[src/sv/tlbs_pkg.sv]
package tlbs_pkg;

  localparam int DEPTH_DEFAULT = 128;
  localparam int KEY_W         = 32;
  localparam int LEN_W         = 8;
  localparam int IDX_W         = 7;
  localparam int POS_W         = 8;

  typedef enum logic [1:0] {
    OP_WRITE  = 2'd0,
    OP_LINEAR = 2'd1,
    OP_BINARY = 2'd2
  } op_t;

endpackage

[src/sv/tlbs_ram.sv]
module tlbs_ram #(
  parameter int WIDTH = 32,
  parameter int DEPTH = 128,
  localparam int AW = (DEPTH > 1) ? $clog2(DEPTH) : 1
) (
  input  logic             clk,
  input  logic             wr_en,
  input  logic [AW-1:0]    wr_addr,
  input  logic [WIDTH-1:0] wr_data,
  input  logic             rd_en,
  input  logic [AW-1:0]    rd_addr,
  output logic [WIDTH-1:0] rd_data
);

  logic [WIDTH-1:0] mem [DEPTH];

  always_ff @(posedge clk) begin
    if (wr_en) begin
      mem[wr_addr] <= wr_data;
    end
    if (rd_en) begin
      rd_data <= mem[rd_addr];
    end
  end

endmodule

[src/sv/tlbs_ctrl.sv]
module tlbs_ctrl import tlbs_pkg::*; #(
  parameter int DEPTH = DEPTH_DEFAULT,
  localparam int AW = (DEPTH > 1) ? $clog2(DEPTH) : 1,
  localparam int CW = $clog2(DEPTH + 1)
) (
  input  logic              clk,
  input  logic              rst,
  input  logic              start,
  input  logic [1:0]        op,
  input  logic signed [KEY_W-1:0] search_key,
  input  logic [CW-1:0]     len,
  output logic              busy,
  output logic              rd_en,
  output logic [AW-1:0]     rd_addr,
  input  logic [KEY_W-1:0]  rd_data,
  output logic              done,
  output logic [POS_W-1:0]  position,
  output logic              found
);

  typedef enum logic [1:0] {
    S_IDLE,
    S_LIN,
    S_BIN_RD,
    S_BIN_CMP
  } state_t;

  localparam logic signed [CW:0] ONE_S = (CW+1)'(1);

  state_t state;

  logic signed [KEY_W-1:0] key;
  logic [CW-1:0]           rd_idx;
  logic                    cmp_valid;
  logic [CW-1:0]           cmp_idx;
  logic signed [CW:0]      lo;
  logic signed [CW:0]      hi;
  logic signed [CW:0]      mid;

  logic                    issue;
  logic                    in_range;
  logic signed [CW+1:0]    mid_sum;
  logic signed [CW:0]      mid_next;
  logic signed [KEY_W-1:0] entry;

  assign busy     = (state != S_IDLE);
  assign issue    = (rd_idx < len);
  assign in_range = (lo <= hi);
  // lo and hi are both non-negative whenever a probe is issued
  assign mid_sum  = (CW+2)'(lo) + (CW+2)'(hi);
  assign mid_next = (CW+1)'(mid_sum >>> 1);
  assign entry    = $signed(rd_data);

  always_comb begin
    rd_en   = 1'b0;
    rd_addr = AW'(rd_idx);
    case (state)
      S_LIN: begin
        rd_en   = issue;
        rd_addr = AW'(rd_idx);
      end
      S_BIN_RD: begin
        rd_en   = in_range;
        rd_addr = AW'(mid_next);
      end
      default: begin
        rd_en = 1'b0;
      end
    endcase
  end

  always_ff @(posedge clk) begin
    if (rst) begin
      state     <= S_IDLE;
      done      <= 1'b0;
      cmp_valid <= 1'b0;
    end else begin
      done <= 1'b0;
      case (state)
        S_IDLE: begin
          if (start) begin
            key <= search_key;
            case (op_t'(op))
              OP_LINEAR: begin
                rd_idx    <= '0;
                cmp_valid <= 1'b0;
                state     <= S_LIN;
              end
              OP_BINARY: begin
                lo    <= '0;
                hi    <= $signed({1'b0, len}) - ONE_S;
                state <= S_BIN_RD;
              end
              default: begin
                state <= S_IDLE;
              end
            endcase
          end
        end
        S_LIN: begin
          // reads run one ahead of the compare
          cmp_valid <= issue;
          cmp_idx   <= rd_idx;
          if (issue) begin
            rd_idx <= rd_idx + CW'(1);
          end
          if (cmp_valid && (entry == key)) begin
            done     <= 1'b1;
            found    <= 1'b1;
            position <= POS_W'(32'(cmp_idx) + 32'd1);
            state    <= S_IDLE;
          end else if (!issue && !cmp_valid) begin
            done     <= 1'b1;
            found    <= 1'b0;
            position <= '0;
            state    <= S_IDLE;
          end
        end
        S_BIN_RD: begin
          if (in_range) begin
            mid   <= mid_next;
            state <= S_BIN_CMP;
          end else begin
            done     <= 1'b1;
            found    <= 1'b0;
            position <= '0;
            state    <= S_IDLE;
          end
        end
        S_BIN_CMP: begin
          if (key < entry) begin
            hi    <= mid - ONE_S;
            state <= S_BIN_RD;
          end else if (key > entry) begin
            lo    <= mid + ONE_S;
            state <= S_BIN_RD;
          end else begin
            done     <= 1'b1;
            found    <= 1'b1;
            position <= POS_W'(mid + ONE_S);
            state    <= S_IDLE;
          end
        end
        default: begin
          state <= S_IDLE;
        end
      endcase
    end
  end

endmodule

[src/sv/table_linear_binary_search.sv]
// Write beats are written in the accept cycle; busy stays low and no strobe follows.
// Linear search: done strobes once a matching entry is compared, or once all length
// entries are read on a miss; one table read per cycle, one RAM read port. Binary search:
// each probe is a RAM read state, then a compare state; a hit strobes from the compare,
// a miss from the read state. Busy drops in the strobe cycle, so the next beat may be
// accepted then; results cannot be held off. rst (sync) clears control and table_length.
module table_linear_binary_search import tlbs_pkg::*; #(
  parameter int DEPTH = DEPTH_DEFAULT
) (
  input  logic                    clk,
  input  logic                    rst,
  input  logic                    start,
  output logic                    busy,
  input  logic [1:0]              op,
  input  logic [IDX_W-1:0]        entry_index,
  input  logic signed [KEY_W-1:0] entry_value,
  input  logic signed [KEY_W-1:0] search_key,
  input  logic                    cfg_wr_en,
  input  logic [LEN_W-1:0]        cfg_wr_data,
  output logic                    done,
  output logic [POS_W-1:0]        position,
  output logic                    found
);

  localparam int AW = (DEPTH > 1) ? $clog2(DEPTH) : 1;
  localparam int CW = $clog2(DEPTH + 1);

  logic [LEN_W-1:0] table_length;
  logic [CW-1:0]    len;
  logic             wr_en;
  logic             rd_en;
  logic [AW-1:0]    rd_addr;
  logic [KEY_W-1:0] rd_data;

  always_ff @(posedge clk) begin
    if (rst) begin
      table_length <= '0;
    end else if (cfg_wr_en) begin
      table_length <= cfg_wr_data;
    end
  end

  assign len = (32'(table_length) > 32'(DEPTH)) ? CW'(DEPTH) : CW'(table_length);

  assign wr_en = start && !busy && (op == OP_WRITE) && (32'(entry_index) < 32'(DEPTH));

  tlbs_ram #(
    .WIDTH (KEY_W),
    .DEPTH (DEPTH)
  ) u_ram (
    .clk     (clk),
    .wr_en   (wr_en),
    .wr_addr (AW'(entry_index)),
    .wr_data (entry_value),
    .rd_en   (rd_en),
    .rd_addr (rd_addr),
    .rd_data (rd_data)
  );

  tlbs_ctrl #(
    .DEPTH (DEPTH)
  ) u_ctrl (
    .clk        (clk),
    .rst        (rst),
    .start      (start),
    .op         (op),
    .search_key (search_key),
    .len        (len),
    .busy       (busy),
    .rd_en      (rd_en),
    .rd_addr    (rd_addr),
    .rd_data    (rd_data),
    .done       (done),
    .position   (position),
    .found      (found)
  );

`ifndef SYNTH
  a_done_idle: assert property (@(posedge clk) disable iff (rst)
    done |-> !busy)
    else $error("result strobe while still busy");

  a_found_pos: assert property (@(posedge clk) disable iff (rst)
    done |-> (found == (position != '0)))
    else $error("found and position disagree");

  a_search_busy: assert property (@(posedge clk) disable iff (rst)
    (start && !busy && (op == OP_LINEAR || op == OP_BINARY)) |=> busy)
    else $error("search beat did not raise busy");

  a_write_quiet: assert property (@(posedge clk) disable iff (rst)
    (start && !busy && op == OP_WRITE) |=> (!busy && !done))
    else $error("write beat started a search");
`endif

endmodule

[config.mk]
export PLATFORM = sky130hd
export DESIGN_NAME = table_linear_binary_search
export DESIGN_NICKNAME = d
export VERILOG_FILES = /design/src/sv/tlbs_pkg.sv /design/src/sv/tlbs_ram.sv /design/src/sv/tlbs_ctrl.sv /design/src/sv/table_linear_binary_search.sv
export SDC_FILE = /design/constraint.sdc
export NUM_CORES = 2
export LEC_CHECK = 0
export BUFFER_PORTS_ARGS = -buffer_cell sky130_fd_sc_hd__buf_2
export CORE_AREA = 3 3 642 644
export DETAILED_ROUTE_END_ITERATION = 12
export DIE_AREA = 0 0 645 647
export PLACE_DENSITY = 0.52
export SLEW_MARGIN = 20
export SYNTH_ARGS = -nofsm -noshare
export SYNTH_HDL_FRONTEND = slang
export SYNTH_HIERARCHICAL = 1
export SYNTH_SLANG_ARGS = --single-unit
[constraint.sdc]
create_clock -name clk -period 4.6 [get_ports clk]
set_clock_uncertainty 0.2 [all_clocks]
set_input_delay 0.92 -clock clk [delete_from_list [all_inputs] [get_ports clk]]
set_output_delay 0.92 -clock clk [all_outputs]
set_load 0.05 [all_outputs]
==> impl_results.md <==
- Most crowded layer after global routing: met2
- # Max-Cap Violations: 0
- Worst r2r dst: u_ram/rd_data[15]
- CP dominant cell by count: mux4_2
- Count leader, synth: edfxtp_1
- Max rail drop VDD: between 0.3 and 0.4 mV
- Async S/R FF share, synth: 0
- Fillcell total: 32800
- Num rows: 234
- Clk_lat worst skew: 0.99 ns
- Synth top area cells: edfxtp_1, mux4_2, ha_1
- Layout area overhead: 19.8%
- Inst Count DP: 12300
- Post-synth top area cell: edfxtp_1
- CP top delay family: multiplexers
- Via count: 77800
- Drt drc: 0
- Cell variety after synth: 61
- CTS Buf Count: between 400 and 500
- Pin count of the biggest net entering global routing: 129
- Cell area after layout: 195000 µm²
- Ports: 96
- Worst-path fanout max: 9
- WP buf/inv: 7
- Rel. slew slack: 0.256
- Post-Syn Instances: around 6500
- Met3 Usage GRT: 0.0508
- Stages on worst setup path: 13
- Maximum clock frequency: 0.209 GHz
- Pins over their slew limit: 0
- Final #Nets: 7639
- Worst path slowest cell: mux4_2
- Startpoint class of the critical path: flop
- CP Cell Sequence: buf_6 > inv_1 > fa_1 > inv_2 > mux2_8 > buf_4 > buf_12 > buf_16 > buf_16 > mux4_2 > mux4_2 > mux4_2 > mux2_4
- Post-synth top cells: edfxtp_1, mux4_2, clkbuf_1
- Share of cells above drive strength 1: 0.376
- Sequential fraction of the synthesis area: 0.780
- TritonRoute pass-1 iters: 6
- First-pass GRT wire length: between 600 and 700 mm
- CTS max path bufs: 4
- Post-synth EDFFs: 4212
- CP arrival: roughly 5.3 ns
- Detail Placement HPWL: around 280 mm
- Post-DP Area: 177000 µm²
- Total power: 98.3 mW
- Crit end category: flop
- CTS Root Cell: clkbuf_16
- Pwr per Cell Area: 505 nW/µm²
- Yosys top cell area share: 0.779
- Initial Utilization: 0.400
- Worst setup margin: -0.178 ns
- Final min period: approximately 4.8 ns
- Min-Delay Path Class: in2reg
- Mapped Area: approximately 160000 µm²
- Initial antenna violation count: between 60 and 70
- Final-report hold violation count: 0
- Clock Pin Slew Worst Setup and Hold Paths: 0.06 ns
- WHS: 0.119 ns
- Reg2reg setup slack: -0.18 ns
- Worst reg2reg startpoint: u_ctrl/lo[1]
- Synth Net Count: 6682
- Via-to-Cell Ratio: 5.85
- Hold path startpoint: search_key[28]
- Met2 GRT Util: 0.358
- Hold Path Depth: 1
- Final setup fails: 32
- H-tree depth: 5
- Slew of the pin with the lowest slew margin: 1.12 ns
- R2R cell count: 13
- Drt wl/cell: roughly 36 µm
- Clock Sink Count: 4224
- Top_reg_cell synth: edfxtp_1
- Core area: 406000 µm²
- Pleak: 61.0 nW
- PortBufs: 95
- Synth warn: 6
- RSZ-0062 raised after global routing: true
- Die area: 417000 µm²
- Fin cells: 13300
- Grt ovf: 0
- Fin crit share: 1.04
- Met1 Track Usage GR: 0.326
- Crit path required time: 5.12 ns
- Chip width: 645 µm
- CTS tree: built
- Final wirelength: between 400 and 500 mm
- Min-Delay Endpoint: u_ctrl/key[28]
- Die height: ~650 µm
- Core Util, Final: 0.479
- Initial DRC count: 9948
- GP Congestion: 0.814
- Gr usage total: 0.227
- Avg Cell Area, Syn: 24.9 µm²
- Failing checks: negative setup slack
- Status: finished with violations
- Final ANT Viol Nets: 0
- Vias in the first global route: about 79000
- Setup CP Type: reg2reg
- Synthesized flop and latch total: ~4200
- Largest stage delay on the critical path: 0.70 ns
## worst register-to-register path, cell delays in order (launching register included)
cell	delay, ns
edfxtp_1	0.42
buf_6	0.12
inv_1	0.05
fa_1	0.56
inv_2	0.06
mux2_8	0.35
buf_4	0.17
buf_12	0.14
buf_16	0.15
buf_16	0.16
mux4_2	0.43
mux4_2	0.65
mux4_2	0.72
mux2_4	0.34
## metal layers
layer | up-vias | part of all wire
met1 | 43500 | 0.42
met4 | 28 | 0.021
li1 | 30400 | -
met3 | 535 | 0.087
met5 | - | 0.00038
met2 | 3272 | 0.47
## cell families after synthesis
logic type / count (synthesis) / share of synthesized area
adder cells (fa/ha/maj): 67 / 0.00521
AND/OR/NAND/NOR: 319 / 0.00910
multiplexers: 1393 / 0.190
XOR/XNOR: 37 / 0.00199
AO/OA/AOI/OAI: 90 / 0.00381
buffers and inverters: 400 / 0.0101
flip-flops: 4224 / 0.780
## area by class of cell
type / instances / area, µm² / share of cell area
diodes: 31 / 77.6 / 0.000399
clock buffers: 531 / 11500 / 0.0591
clock inverters: 274 / 2460 / 0.0127
inverters: 67 / 251 / 0.00129
multi-input cells: 1906 / 35300 / 0.182
flip-flops and latches: 4224 / 127000 / 0.651
well taps: 5428 / 6790 / 0.0349
repair buffers: 848 / 11400 / 0.0587
## sequential cells by signal, summed over array words and instances (netlist names), 9 cells and up
| signal | cells |
|---|---|
| u_ram/mem | 4096 |
| u_ctrl/key | 32 |
| u_ctrl/mid | 9 |
| u_ram/rd_data | 32 |
| u_ctrl/hi | 9 |
| u_ctrl/lo | 9 |
## layout by cell type (no fill, tap or decap), drive strengths merged, types with 12 or more instances in the layout
cell type    synthesis  routed
a21oi               23      23
buf                137     786
bufinv               0      38
clkbuf             195     547
clkinv               0     218
dfxtp               12      12
diode                0      31
dlygate4sd3          0      37
edfxtp            4212    4212
ha                  66      66
inv                 67      78
mux2                39      39
mux4              1344    1344
nand2               41      41
nand3               30      30
nand4               13      13
nor2               160     160
nor2b               19      19
nor3                15      15
o21ai               21      21
xnor2               20      20
xor2                17      17
## timing repair
action	in CTS	in global routing
hold endpoints to repair	37	0
resized for setup	107	69
pin swaps	1	3
cloned	24	16
setup endpoints to repair	32	32
buffers inserted	76	55
hold buffers	37	0
## worst max-delay path by stage
stage	endpoint	slack [ns]	from
CTS	u_ram/rd_data[19]	-0.19	u_ctrl/hi[0]
floorplan	u_ram/mem[98][0]	-0.15	u_ctrl/state[1]
finish	u_ram/rd_data[15]	-0.18	u_ctrl/lo[1]
detailed placement	u_ram/rd_data[15]	-0.50	u_ctrl/lo[0]
global placement	u_ram/rd_data[15]	-0.60	u_ctrl/lo[0]
global route	u_ram/rd_data[22]	-0.22	u_ctrl/hi[0]
## through the flow
| stage | setup TNS [ns] | setup WS (ns) |
|---|---|---|
| 5_1_grt | -4.92 | -0.225 |
| 4_1_cts | -4.48 | -0.187 |
| 2_1_floorplan | -13.69 | -0.155 |
| 6_report | -3.77 | -0.178 |
| 3_3_place_gp | -11.91 | -0.598 |
| 3_5_place_dp | -8.87 | -0.504 |
## power breakdown
part | leakage, nW | switching, mW | internal (mW)
logic | 16.2 | 11.0 | 9.93
clock network | 6.83 | 14.8 | 19.9
registers | 38.0 | 0.149 | 42.6
total | 61.0 | 25.9 | 72.4
Power figures use the tool's default switching activity.
